**config.mk**
```make
export PLATFORM = sky130hd
export DESIGN_NAME = artnet_dmx_packet_receiver
export DESIGN_NICKNAME = d
export VERILOG_FILES = /design/src/rtl/adnr_pkg.sv /design/src/rtl/adnr_parse.sv /design/src/rtl/adnr_out.sv /design/src/rtl/artnet_dmx_packet_receiver.sv
export SDC_FILE = /design/constraint.sdc
export NUM_CORES = 1
export LEC_CHECK = 0
export BUFFER_PORTS_ARGS = -buffer_cell sky130_fd_sc_hd__buf_2
export CAP_MARGIN = 40
export CORE_ASPECT_RATIO = 0.75
export CORE_MARGIN = 5
export CORE_UTILIZATION = 64
export DETAILED_ROUTE_END_ITERATION = 10
export PLACE_DENSITY = 0.91
export SYNTH_ARGS = -nofsm -noshare
export SYNTH_HDL_FRONTEND = slang
export SYNTH_SLANG_ARGS = --single-unit
```
**constraint.sdc**
```tcl
create_clock -name clk -period 6.4 [get_ports clk]
set_clock_uncertainty 0.1 [all_clocks]
set_input_delay 0.64 -clock clk [delete_from_list [all_inputs] [get_ports clk]]
set_output_delay 0.64 -clock clk [all_outputs]
set_load 0.05 [all_outputs]
```
**src/rtl/adnr_pkg.sv**
```systemverilog
`default_nettype none
// ============================================================================
// adnr_pkg - shared types and constants for the Art-Net DMX receiver
// Holds the word layouts, status codes, header offsets and the magic table.
// ============================================================================
package adnr_pkg;

    // Sizing
    localparam int MAX_SLOTS     = 512;   // last DMX slot that is written
    localparam int PKT_BUF_BYTES = 2048;  // receive buffer size in bytes

    // Header layout
    localparam logic [10:0] POS_MAX       = 11'h7ff;
    localparam logic [10:0] MIN_LEN       = 11'd13;
    localparam logic [10:0] HDR_LEN       = 11'd18;
    localparam logic [15:0] DMX_OPCODE    = 16'h5000;
    localparam logic [15:0] PROTO_VERSION = 16'd14;

    localparam logic [10:0] POS_OPC_LO  = 11'd8;
    localparam logic [10:0] POS_OPC_HI  = 11'd9;
    localparam logic [10:0] POS_VER_HI  = 11'd10;
    localparam logic [10:0] POS_VER_LO  = 11'd11;
    localparam logic [10:0] POS_UNI_LO  = 11'd14;
    localparam logic [10:0] POS_UNI_HI  = 11'd15;
    localparam logic [10:0] POS_LEN_HI  = 11'd16;
    localparam logic [10:0] POS_LEN_LO  = 11'd17;

    // Largest length the buffer can hold
    localparam int EFF_CAP = (PKT_BUF_BYTES - 1 < 2047) ? (PKT_BUF_BYTES - 1) : 2047;

    typedef enum logic [2:0] {
        ST_OK      = 3'd0,
        ST_SHORT   = 3'd1,
        ST_MAGIC   = 3'd2,
        ST_VERSION = 3'd3,
        ST_LENGTH  = 3'd4
    } status_t;

    typedef struct packed {
        logic [7:0]  data_byte;
        logic        first_byte;
        logic        last_byte;
        logic [10:0] packet_length;
    } in_word_t;

    typedef struct packed {
        logic        slot_write;
        logic [9:0]  slot_number;
        logic [7:0]  slot_value;
        logic        packet_done;
        status_t     packet_status;
    } out_word_t;

    // "Art-Net" followed by a zero byte
    function automatic logic [7:0] magic_byte(input logic [2:0] idx);
        logic [7:0] val;
        case (idx)
            3'd0:    val = 8'h41;
            3'd1:    val = 8'h72;
            3'd2:    val = 8'h74;
            3'd3:    val = 8'h2d;
            3'd4:    val = 8'h4e;
            3'd5:    val = 8'h65;
            3'd6:    val = 8'h74;
            default: val = 8'h00;
        endcase
        return val;
    endfunction

endpackage
`default_nettype wire

```
**src/rtl/adnr_parse.sv**
```systemverilog
`default_nettype none
// ============================================================================
// adnr_parse - per-byte header check and slot mapping
// Keeps the packet tracking state and turns one input word into at most one
// output word.
// ============================================================================
module adnr_parse (
    input  wire                  clk,
    input  wire                  rst_n,
    input  wire                  fire,
    input  adnr_pkg::in_word_t   word,
    input  wire [14:0]           target_universe,
    output logic                 res_valid,
    output adnr_pkg::out_word_t  res
);
    import adnr_pkg::*;

    logic [10:0] pos_reg, pos_next;
    status_t     rej_reg, rej_next;
    logic [15:0] opc_reg, opc_next;
    logic [7:0]  held_reg, held_next;
    logic        fwd_reg, fwd_next;

    logic        start;
    logic [10:0] p;
    logic [10:0] eff_len;
    logic [10:0] slot_full;
    logic [11:0] got;
    logic [15:0] word16;
    logic [14:0] uni;
    status_t     rej_base;
    logic        wr;

    always_comb
    begin
        start   = word.first_byte || (pos_reg == '0);
        p       = start ? '0 : pos_reg;
        eff_len = (int'(word.packet_length) > EFF_CAP) ? 11'(EFF_CAP) : word.packet_length;

        if (start)
        begin
            rej_base  = (word.packet_length < MIN_LEN) ? ST_SHORT : ST_OK;
            opc_next  = '0;
            held_next = '0;
            fwd_next  = 1'b0;
        end
        else
        begin
            rej_base  = rej_reg;
            opc_next  = opc_reg;
            held_next = held_reg;
            fwd_next  = fwd_reg;
        end

        rej_next  = rej_base;
        wr        = 1'b0;
        slot_full = p - (HDR_LEN - 11'd1);
        word16    = {held_next, word.data_byte};
        uni       = {word.data_byte[6:0], held_next};

        if (p < 11'd8)
        begin
            if (word.data_byte != magic_byte(p[2:0]) && rej_base == ST_OK)
                rej_next = ST_MAGIC;
        end
        else if (p == POS_OPC_LO)
        begin
            opc_next = {8'h00, word.data_byte};
        end
        else if (p == POS_OPC_HI)
        begin
            opc_next = opc_next | {word.data_byte, 8'h00};
        end
        else if (p == POS_VER_HI || p == POS_UNI_LO || p == POS_LEN_HI)
        begin
            held_next = word.data_byte;
        end
        else if (p == POS_VER_LO)
        begin
            if (word16 != PROTO_VERSION && rej_base == ST_OK)
                rej_next = ST_VERSION;
        end
        else if (p == POS_UNI_HI)
        begin
            fwd_next = (opc_next == DMX_OPCODE) && (uni == target_universe);
        end
        else if (p == POS_LEN_LO)
        begin
            if (opc_next == DMX_OPCODE && rej_base == ST_OK &&
                (eff_len < HDR_LEN || word16 != {5'b0, eff_len - HDR_LEN}))
                rej_next = ST_LENGTH;
        end
        else if (p >= HDR_LEN)
        begin
            wr = (rej_base == ST_OK) && fwd_next && (p < eff_len) &&
                 (int'(slot_full) <= MAX_SLOTS);
        end

        // Close out a packet that ends before its checks are complete
        got = {1'b0, p} + 12'd1;
        if (word.last_byte && rej_next == ST_OK)
        begin
            if (got < {1'b0, MIN_LEN})
                rej_next = ST_SHORT;
            else if (opc_next == DMX_OPCODE && got < {1'b0, HDR_LEN})
                rej_next = ST_LENGTH;
        end

        if (word.last_byte)
            pos_next = '0;
        else
            pos_next = (p < POS_MAX) ? p + 11'd1 : POS_MAX;

        res_valid         = wr || word.last_byte;
        res.slot_write    = wr;
        res.slot_number   = wr ? slot_full[9:0] : '0;
        res.slot_value    = wr ? word.data_byte : '0;
        res.packet_done   = word.last_byte;
        res.packet_status = word.last_byte ? rej_next : ST_OK;
    end

    always_ff @(posedge clk or negedge rst_n)
    begin
        if (!rst_n)
        begin
            pos_reg  <= '0;
            rej_reg  <= ST_OK;
            opc_reg  <= '0;
            held_reg <= '0;
            fwd_reg  <= 1'b0;
        end
        else if (fire)
        begin
            pos_reg  <= pos_next;
            rej_reg  <= rej_next;
            opc_reg  <= opc_next;
            held_reg <= held_next;
            fwd_reg  <= fwd_next;
        end
    end

    // A slot write always lands inside the DMX frame
    a_slot_range: assert property (@(posedge clk) disable iff (!rst_n)
        fire && res.slot_write |-> res.slot_number != '0 &&
                                   int'(res.slot_number) <= MAX_SLOTS)
        else $error("slot number out of range");

    // The last word of a packet returns the tracker to idle
    a_idle_after_last: assert property (@(posedge clk) disable iff (!rst_n)
        fire && word.last_byte |=> pos_reg == '0)
        else $error("byte position not cleared after last word");

    // Writes only come from an accepted packet
    a_write_clean: assert property (@(posedge clk) disable iff (!rst_n)
        fire && res.slot_write |-> rej_next == ST_OK && fwd_next)
        else $error("slot write from a rejected or foreign packet");

endmodule
`default_nettype wire

```
**src/rtl/adnr_out.sv**
```systemverilog
`default_nettype none
// ============================================================================
// adnr_out - result register
// Holds one output word until the consumer takes it.
// ============================================================================
module adnr_out (
    input  wire                  clk,
    input  wire                  rst_n,
    input  wire                  load,
    input  adnr_pkg::out_word_t  res,
    output logic                 room,
    output logic                 out_valid,
    input  wire                  out_stall,
    output adnr_pkg::out_word_t  word
);
    import adnr_pkg::*;

    logic      vld_reg, vld_next;
    out_word_t word_reg;

    assign room = !vld_reg || !out_stall;

    always_comb
    begin
        if (load)
            vld_next = 1'b1;
        else if (!out_stall)
            vld_next = 1'b0;
        else
            vld_next = vld_reg;
    end

    always_ff @(posedge clk or negedge rst_n)
    begin
        if (!rst_n)
            vld_reg <= 1'b0;
        else
            vld_reg <= vld_next;
    end

    always_ff @(posedge clk)
    begin
        if (load)
            word_reg <= res;
    end

    assign out_valid = vld_reg;
    assign word      = word_reg;

    // Never overwrite a word the consumer has not taken
    a_no_overwrite: assert property (@(posedge clk) disable iff (!rst_n)
        load |-> room)
        else $error("result register overwritten while stalled");

    // A held word is kept until taken
    a_hold: assert property (@(posedge clk) disable iff (!rst_n)
        vld_reg && out_stall |=> vld_reg && $stable(word_reg))
        else $error("stalled result lost");

    // Status only rides on a done word
    a_status_done: assert property (@(posedge clk) disable iff (!rst_n)
        load && !res.packet_done |-> res.packet_status == ST_OK)
        else $error("status without packet done");

endmodule
`default_nettype wire

```
**src/rtl/artnet_dmx_packet_receiver.sv**
```systemverilog
`default_nettype none
// ============================================================================
// artnet_dmx_packet_receiver - Art-Net ArtDmx receiver, one byte per word
// Checks the Art-Net header of a UDP payload and forwards the DMX data of
// the configured universe as slot writes, with a status on the last byte.
// ============================================================================
//
//  channel   direction  handshake             payload
//  -------   ---------  --------------------  -----------------------------------------
//  input     in         in_valid / in_stall   data_byte, first_byte, last_byte,
//                                             packet_length
//  output    out        out_valid / out_stall slot_write, slot_number, slot_value,
//                                             packet_done, packet_status
//  config    in         cfg_write             cfg_data (target universe, 15 bits)
//
//  One word per cycle while the output is not stalled; the input register
//  feeds the header check, whose result lands in the output register.
//  A byte that yields no result (header bytes, filtered data) is consumed
//  without producing an output word.
//  out_stall holds the output register; the input register drains into it
//  in the same cycle it is taken, so in_stall rises only when both are full.
//  Reset clears valids, the tracking state and the target universe (0).
//
module artnet_dmx_packet_receiver (
    input  wire         clk,
    input  wire         rst_n,

    input  wire         in_valid,
    output logic        in_stall,
    input  wire  [7:0]  data_byte,
    input  wire         first_byte,
    input  wire         last_byte,
    input  wire  [10:0] packet_length,

    input  wire         cfg_write,
    input  wire  [14:0] cfg_data,

    output logic        out_valid,
    input  wire         out_stall,
    output logic        slot_write,
    output logic [9:0]  slot_number,
    output logic [7:0]  slot_value,
    output logic        packet_done,
    output logic [2:0]  packet_status
);
    import adnr_pkg::*;

    // Input register
    logic        in_vld_reg, in_vld_next;
    in_word_t    in_word_reg;
    logic [14:0] universe_reg;

    logic        room;
    logic        fire;
    logic        take;
    logic        res_valid;
    out_word_t   res;
    out_word_t   out_word;

    // Advance the input word whenever the output register has room
    assign fire     = in_vld_reg && room;
    assign in_stall = in_vld_reg && !room;
    assign take     = in_valid && !in_stall;

    always_comb
    begin
        if (take)
            in_vld_next = 1'b1;
        else if (fire)
            in_vld_next = 1'b0;
        else
            in_vld_next = in_vld_reg;
    end

    always_ff @(posedge clk or negedge rst_n)
    begin
        if (!rst_n)
        begin
            in_vld_reg   <= 1'b0;
            universe_reg <= '0;
        end
        else
        begin
            in_vld_reg <= in_vld_next;
            if (cfg_write)
                universe_reg <= cfg_data;
        end
    end

    always_ff @(posedge clk)
    begin
        if (take)
        begin
            in_word_reg.data_byte     <= data_byte;
            in_word_reg.first_byte    <= first_byte;
            in_word_reg.last_byte     <= last_byte;
            in_word_reg.packet_length <= packet_length;
        end
    end

    adnr_parse u_parse (
        .clk             (clk),
        .rst_n           (rst_n),
        .fire            (fire),
        .word            (in_word_reg),
        .target_universe (universe_reg),
        .res_valid       (res_valid),
        .res             (res)
    );

    adnr_out u_out (
        .clk       (clk),
        .rst_n     (rst_n),
        .load      (fire && res_valid),
        .res       (res),
        .room      (room),
        .out_valid (out_valid),
        .out_stall (out_stall),
        .word      (out_word)
    );

    assign slot_write    = out_word.slot_write;
    assign slot_number   = out_word.slot_number;
    assign slot_value    = out_word.slot_value;
    assign packet_done   = out_word.packet_done;
    assign packet_status = out_word.packet_status;

endmodule
`default_nettype wire

```
==> qor.csv, run 1 <==
stage,metric,value,unit
die,Boundary Pins,66,
setup_path,CP cell instances,buf_4 -> clkinv_1 -> nand2_1 -> ha_1 -> nor3b_1 -> o21ai_0 -> mux2_2 -> o22ai_1 -> nand3_1 -> nor3_2 -> nand2_1 -> a311oi_1,
final_layout,antenna cells,0,
logic_synthesis,synthesized net count,674,
worst_hold_path,worst hold path class,in -> async,
routing,vias per inst,6.707,
flow_run,Max Cap Viol,0,
power,Seq pwr share,50.6,%
logic_synthesis,top_reg_cell synth,dfrtp_1,
sta,"Setup violations, final",0,
final_layout,Non-Filler Instances,793,
power,Sw Ratio,28.76,%
sta,slack of the critical path,2.235,ns
power,P_leak,2.850,nW
sta,Max Fclk,0.2401,GHz
logic_synthesis,dominant cell type by area after synthesis,dfrtp_1,
logic_synthesis,register bit total from synthesis,100,
setup_path,CP max FO,24,
place,Placed Area,6531,sq um
cts,# hold bufs at CTS,0,
cts,root buf cell,clkbuf_16,
grt,vias in the first global route,4998,
routing,"antenna viol nets, final",0,
logic_synthesis,number of distinct library cells after synthesis,83,
sta,"Slew Viols, Final",0,
cts,"CTS clk-pin slew, worst paths",0.07,ns
power,P_sw,0.0004252,W
logic_synthesis,Post-synth EDFFs,44,
setup_path,"Slowest-stage cell, CP",ha_1,
cts,# clock sinks,100,
logic_synthesis,"top cells by area, synth","dfrtp_1 23%, edfxtp_1 22%, mux2_2 3.8%",
power,Power Density,217.5,nW/um^2
routing,DRC,0,
sta,period utilisation layout,65.07,%
setup_path,Critical Path Source Type,flip-flop,
routing,final WL,17.02,mm
place,GPL Wtd Cong,1.040,
logic_synthesis,"Avg Cell Area, Syn",9.991,sq um
final_layout,max reg flops,23,
final_layout,fill cell count,680,
logic_synthesis,Synth async-reset ratio,56.00,%
place,Setup WS pre-CTS,2.357,ns
logic_synthesis,Synth top cells by count,"56 x dfrtp_1, 44 x edfxtp_1, 43 x nor2_1",
routing,Wirelength per Cell,21.46,um
logic_synthesis,Post-Synthesis Cells,615,
die,Die X,123.1,um
sta,"Hold Vio Cnt, Final",0,
grt,largest net degree at the start of global routing,57,
final_layout,Nets,715,
grt,GRT Total Usage,30.39,%
cts,total CTS buffers,9,
die,Die Span Y,94.86,um
final_layout,Post-Route Utilization,71.55,%
cts,insertion delay to the later sink of the worst-skew pair,0.34,ns
final_layout,layout overhead on the synthesized area,10.65,%
sta,Setup TNS,0,ns
grt,global-route wire length before repair,27.01,mm
logic_synthesis,Synth top area share,22.81,%
place,Placed Cells,777,
logic_synthesis,top-count cell post-synth,dfrtp_1,
place,I/O Buffers,65,
setup_path,critical path endpoint category,flip-flop,
routing,Starting DRT DRC Count,777,
cts,post-CTS sizing,0,
sta,slew margin rel.,36.67,%
power,Worst VDD drop,0.1424,mV
cts,"Setup Fix Bufs, Post-CTS",0,
place,HPWL after detailed placement,12.27,mm
logic_synthesis,post-synthesis sequential area ratio,44.31,%
setup_path,Buf/Inv on CP,2,
die,core area,9503,sq um
routing,drt pass-1 iters,9,
sta,Slew @ Worst Pin,0.9499,ns
setup_path,critical path arrival,4.21,ns
power,Pint,0.001053,W
sta,min cycle time layout,4.165,ns
logic_synthesis,warnings from Yosys,0,
die,Cell Rows,31,
setup_path,reg2reg setup slack,2.24,ns
final_layout,cell area after layout,6799,sq um
power,combinational share of power,16.0,%
grt,initial antenna violation count,0,
final_layout,area of the multi-input gates,3142,sq um
logic_synthesis,Mapped Area,6145,sq um
setup_path,critical path class,reg -> reg,
setup_path,Worst R2R Start,in_word_reg[12]$_DFFE_PP_,
final_layout,sequential cell area,2723,sq um
setup_path,worst reg2reg path depth,12,
final_layout,share of cells above drive strength 1,19.67,%
die,Die ar.,11680,sq um
outcome,status,completed,
cts,H-tree depth,3,
setup_path,Worst path most repeated cell,nand2_1,
cts,worst-case clock buffer depth,2,
cts,CTS tree,done,
grt,final global-route overflow total,0,
setup_path,"Largest delay share family, worst path",simple AND/OR/NAND/NOR gates,
die,Starting Density,64.66,%
routing,Vias,5319,
setup_path,maximum single-stage delay on the critical path,0.49,ns
setup_path,Reg-to-Reg End,u_out.word[18]$_SDFFCE_PN0P_,
sta,RSZ-0062 raised after global routing,false,
power,Clk pwr share,33.4,%
setup_path,Critical Path RT,6.44,ns
power by group through the flow:
stage / combinational, W / sequential [W] / clock [W]
after floorplan: 0.000159 / 0.000752 / 0
after global placement: 0.000222 / 0.000756 / 0
after detailed placement: 0.000232 / 0.000758 / 0
after CTS: 0.000233 / 0.000746 / 0.000501
after global routing: 0.000256 / 0.000751 / 0.000532
final: 0.000237 / 0.000748 / 0.000494
layout make-up:
cell class / instances / area share [%]
clock buffer: 9 / 3.312
clock inverter: 7 / 0.6257
inverter: 27 / 1.491
multi-input combinational: 445 / 46.21
sequential: 100 / 40.04
tap: 132 / 2.429
timing repair buffer: 73 / 5.889
worst register-to-register path, cell delays in order, from the launching register on:
cell	delay [ns]
edfxtp_1	0.34
buf_4	0.26
clkinv_1	0.33
nand2_1	0.25
ha_1	0.49
nor3b_1	0.38
o21ai_0	0.12
mux2_2	0.28
o22ai_1	0.12
nand3_1	0.10
nor3_2	0.41
nand2_1	0.37
a311oi_1	0.41
per-stage QoR:
stage	hold WS [ns]	total power, W
final	0.3313	0.001478
after global routing	0.3597	0.001539
after CTS	0.3646	0.001480
after detailed placement	0.3868	0.0009903
after global placement	0.3802	0.0009780
after floorplan	0.2444	0.0009107
cell families (layout without fill, tap and decap cells):
family	Yosys count	count (layout)	synth area share (%)
AND/OR/NAND/NOR	216	216	19.91
buffers and inverters	70	116	4.602
adder cells (fa/ha/maj)	18	18	3.665
AO/OA/AOI/OAI	159	159	19.18
XOR/XNOR	28	28	3.991
multiplexers	24	24	4.337
flip-flops	100	100	44.31
routing by layer:
metal  up-vias  share of wire, %  track usage (%)
met5         -              0.11            4.018
met4         2               2.9            9.770
met3        55                11            7.485
met2       304                44            44.82
met1      2576                43            43.82
li1       2382                 -                -
how the worst max path moves through the flow:
stage	slack, ns	from	end	cells after the start
2_1_floorplan	2.40	in_word_reg[12]$_DFFE_PP_	u_out.word[0]$_SDFFCE_PN0P_	12
3_3_place_gp	2.09	in_word_reg[12]$_DFFE_PP_	u_out.word[17]$_SDFFCE_PN0P_	12
3_5_place_dp	2.36	in_word_reg[12]$_DFFE_PP_	u_out.word[18]$_SDFFCE_PN0P_	12
4_1_cts	2.32	in_word_reg[12]$_DFFE_PP_	u_out.word[22]$_DFFE_PP_	13
5_1_grt	1.80	in_word_reg[12]$_DFFE_PP_	u_out.word[18]$_SDFFCE_PN0P_	12
6_report	2.24	in_word_reg[12]$_DFFE_PP_	u_out.word[18]$_SDFFCE_PN0P_	12
placed cells by master (no fill, tap or decap), drive strengths merged, types with 5 or more instances in the layout:
cell / netlist / routed
nand2: 37 / 37
a31oi: 7 / 7
or4: 9 / 9
nand3: 12 / 12
ha: 18 / 18
xnor2: 15 / 15
or3: 13 / 13
nor3: 19 / 19
buf: 14 / 73
inv: 26 / 27
a2111oi: 6 / 6
clkbuf: 29 / 9
mux2: 21 / 21
nor4: 14 / 14
nand4: 10 / 10
edfxtp: 44 / 44
clkinv: 1 / 7
dfrtp: 56 / 56
a21oi: 30 / 30
nor2b: 10 / 10
and2: 5 / 5
nor2: 43 / 43
o31ai: 10 / 10
o21ai: 31 / 31
and3: 9 / 9
nand2b: 12 / 12
a22o: 25 / 25
xor2: 13 / 13
No activity file was read; power rests on OpenSTA's default activity.
==> inputs of run 2 (changes only) <==
ABC_AREA = 1   (was default)
CORE_UTILIZATION = 60   (was 64)
PLACE_DENSITY = 0.86   (was 0.91)
clock period = 4.3 ns   (was 6.4 ns; I/O delays follow)
==> run 2 against run 1 <==
Effect of this change:
- final area grew 4.5%
- die area grew 10%
- global-route usage shrank 3.4 points
- sequential cell count is the same
- non-clock buffer count is the same
- wire length shrank 2.0%
- fmax grew 16%
==> qor.csv, run 2 <==
stage,metric,value,unit
final_layout,sequential cell area,2723,sq um
setup_path,"Slowest-stage cell, CP",dfrtp_1,
worst_hold_path,worst hold path class,in -> reg,
sta,"Setup violations, final",0,
logic_synthesis,Synth top area share,21.81,%
logic_synthesis,Post-synth EDFFs,44,
logic_synthesis,"top cells by area, synth","dfrtp_1 22%, edfxtp_1 21%, nand2_1 11%",
sta,"Slew Viols, Final",0,
sta,min cycle time layout,3.583,ns
power,Power Density,326.2,nW/um^2
logic_synthesis,Post-Synthesis Cells,785,
sta,Slew @ Worst Pin,0.8634,ns
sta,"Hold Vio Cnt, Final",0,
logic_synthesis,warnings from Yosys,0,
sta,Max Fclk,0.2791,GHz
routing,final WL,16.68,mm
cts,insertion delay to the later sink of the worst-skew pair,0.36,ns
cts,post-CTS sizing,0,
routing,DRC,0,
final_layout,antenna cells,0,
routing,Vias,5552,
cts,CTS tree,done,
power,Sw Ratio,31.60,%
sta,period utilisation layout,83.33,%
power,Pint,0.001585,W
sta,slack of the critical path,0.7169,ns
logic_synthesis,synthesized net count,844,
grt,initial antenna violation count,0,
cts,"CTS clk-pin slew, worst paths",0.07,ns
logic_synthesis,post-synthesis sequential area ratio,42.37,%
logic_synthesis,top_reg_cell synth,dfrtp_1,
logic_synthesis,dominant cell type by area after synthesis,dfrtp_1,
power,Worst VDD drop,0.2925,mV
outcome,status,completed,
grt,vias in the first global route,5316,
place,Setup WS pre-CTS,0.7598,ns
grt,largest net degree at the start of global routing,48,
die,Die X,129.5,um
sta,hold_ws,0.1398,ns
sta,RSZ-0062 raised after global routing,false,
logic_synthesis,top-count cell post-synth,nand2_1,
setup_path,Worst path most repeated cell,nand2_1,
power,combinational share of power,17.4,%
final_layout,fill cell count,868,
grt,GRT Total Usage,26.99,%
final_layout,"commonest non-fill, non-tap cell in the layout",nand2_1,
routing,Wirelength per Cell,16.93,um
final_layout,Nets,903,
logic_synthesis,"Avg Cell Area, Syn",8.186,sq um
setup_path,CP max FO,23,
place,GPL Wtd Cong,0.9645,
final_layout,area of the multi-input gates,3144,sq um
final_layout,Post-Route Utilization,68.51,%
cts,worst-case clock buffer depth,2,
power,Seq pwr share,47.8,%
logic_synthesis,Synth async-reset ratio,56.00,%
die,Boundary Pins,66,
grt,final global-route overflow total,0,
routing,"antenna viol nets, final",0,
setup_path,CP cell instances,nor2_1 -> nand2_1 -> nor2_2 -> nand2_4 -> nand2_2 -> nor2_4 -> ha_1 -> a21oi_1 -> o2111ai_1 -> nor4_2 -> nand2_1 -> nor3_2 -> nand3_4 -> nand2_1 -> nand2_1 -> inv_1 -> buf_4,
place,HPWL after detailed placement,12.37,mm
routing,Starting DRT DRC Count,545,
cts,total CTS buffers,9,
final_layout,share of cells above drive strength 1,18.26,%
routing,vias per inst,5.637,
final_layout,layout overhead on the synthesized area,10.55,%
final_layout,max reg flops,23,
sta,slew margin rel.,42.38,%
die,Die Span Y,99.63,um
sta,Setup TNS,0,ns
setup_path,Critical Path RT,4.24,ns
setup_path,Critical Path Source Type,flip-flop,
die,Cell Rows,32,
power,P_sw,0.0007324,W
setup_path,critical path arrival,3.52,ns
power,P_leak,3.379,nW
final_layout,"commonest non-fill, non-tap cells in the layout","187 x nand2_1, 91 x inv_1, 74 x nor2_1",
cts,H-tree depth,3,
logic_synthesis,Synth top cells by count,"187 x nand2_1, 91 x inv_1, 74 x nor2_1",
setup_path,critical path endpoint category,flip-flop,
die,Die ar.,12900,sq um
logic_synthesis,number of distinct library cells after synthesis,53,
logic_synthesis,register bit total from synthesis,100,
logic_synthesis,Mapped Area,6426,sq um
setup_path,critical path class,reg -> reg,
flow_run,Max Cap Viol,0,
die,Starting Density,61.97,%
cts,# clock sinks,100,
power,Clk pwr share,34.8,%
setup_path,maximum single-stage delay on the critical path,0.48,ns
grt,global-route wire length before repair,27.23,mm
routing,drt pass-1 iters,5,
cts,root buf cell,clkbuf_16,
die,core area,10370,sq um
place,I/O Buffers,65,
-- run 2: cell count changes after synthesis, moves of 10 or more --
cell / previous run / this run
or3_1: 12 / 0
clkbuf_1: 28 / 13
nor3_1: 17 / 3
nor2b_1: 10 / 0
nor2_4: 0 / 14
o21ai_0: 28 / 47
buf_2: 12 / 2
nand3_1: 11 / 65
nand2_1: 37 / 187
a22o_1: 25 / 0
inv_1: 26 / 91
nand2b_1: 11 / 0
nor2_1: 43 / 74
-- run 2: final timing paths --
check | from | to | slack (ns) | cells past startpoint
max reg2reg | u_parse.pos_reg[3]$_DFFE_PN0P_ | u_out.word[5]$_SDFFCE_PN0P_ | 0.72 | 17
max in group asynchronous | rst_n | u_parse.opc_reg[14]$_DFFE_PN0P_ | 2.83 | 3
min reg2reg | in_word_reg[11]$_DFFE_PP_ | u_out.word[3]$_DFFE_PP_ | 0.38 | 0
max | u_parse.pos_reg[3]$_DFFE_PN0P_ | u_out.word[5]$_SDFFCE_PN0P_ | 0.72 | 17
min | data_byte[3] | in_word_reg[16]$_DFFE_PP_ | 0.14 | 1
min in group asynchronous | rst_n | u_parse.pos_reg[8]$_DFFE_PN0P_ | 0.37 | 2
-- run 2: critical path: cells and delay by family, from the launching register on --
kind	cells	cell delay, ns
and+or+nand+nor	12	1.80
DFF	1	0.48
buffers and inverters	2	0.36
AOI/OAI and AO/OA	2	0.32
adders and majority gates	1	0.19
-- run 2: power groups by stage --
stage / clock network, W / logic (W) / registers, W
5_1_grt: 0.000861 / 0.000444 / 0.00111
6_report: 0.000806 / 0.000404 / 0.00111
2_1_floorplan: 0 / 0.000271 / 0.00115
3_3_place_gp: 0 / 0.000390 / 0.00112
3_5_place_dp: 0 / 0.000398 / 0.00113
4_1_cts: 0.000816 / 0.000401 / 0.00111
-- run 2: routing by layer --
layer	share of wire [%]	global-route usage [%]	vias to the layer above
met2	43	40.37	280
met3	11	6.602	31
met5	0	0	-
met4	2.1	8.307	0
met1	44	38.93	2548
li1	-	-	2693
-- run 2: per-stage QoR --
stage	cell area (sq um)	instances	total power, W
floorplan	6426	785	0.001424
global placement	6802	968	0.001514
detailed placement	6802	968	0.001524
CTS	7104	985	0.002324
global route	7104	985	0.002417
finish	7104	985	0.002318
-- run 2: kinds of logic (layout without fill, tap and decap cells) --
kind of cell / count (synthesis) / count (layout) / share of synthesized area [%]
simple gates: 395 / 395 / 29.93
buf+inv: 126 / 190 / 8.703
compound gates: 105 / 105 / 9.444
flops: 100 / 100 / 42.37
xor+xnor: 29 / 29 / 3.953
fa+ha+maj: 18 / 18 / 3.505
mux: 12 / 12 / 2.103
-- run 2: what timing repair did --
item                                   in CTS  in global routing
endpoints found under the hold margin       9                  0
hold buffers                                1                  0
setup buffers                               0                  0
-- run 2: area by class of cell --
type,count,share of cell area [%]
Sequential cell,100,38.32
Clock inverter,7,0.9510
Inverter,101,5.442
Clock buffer,9,3.170
Multi-Input combinational cell,559,44.26
Timing Repair Buffer,73,5.460
Tap cell,136,2.395
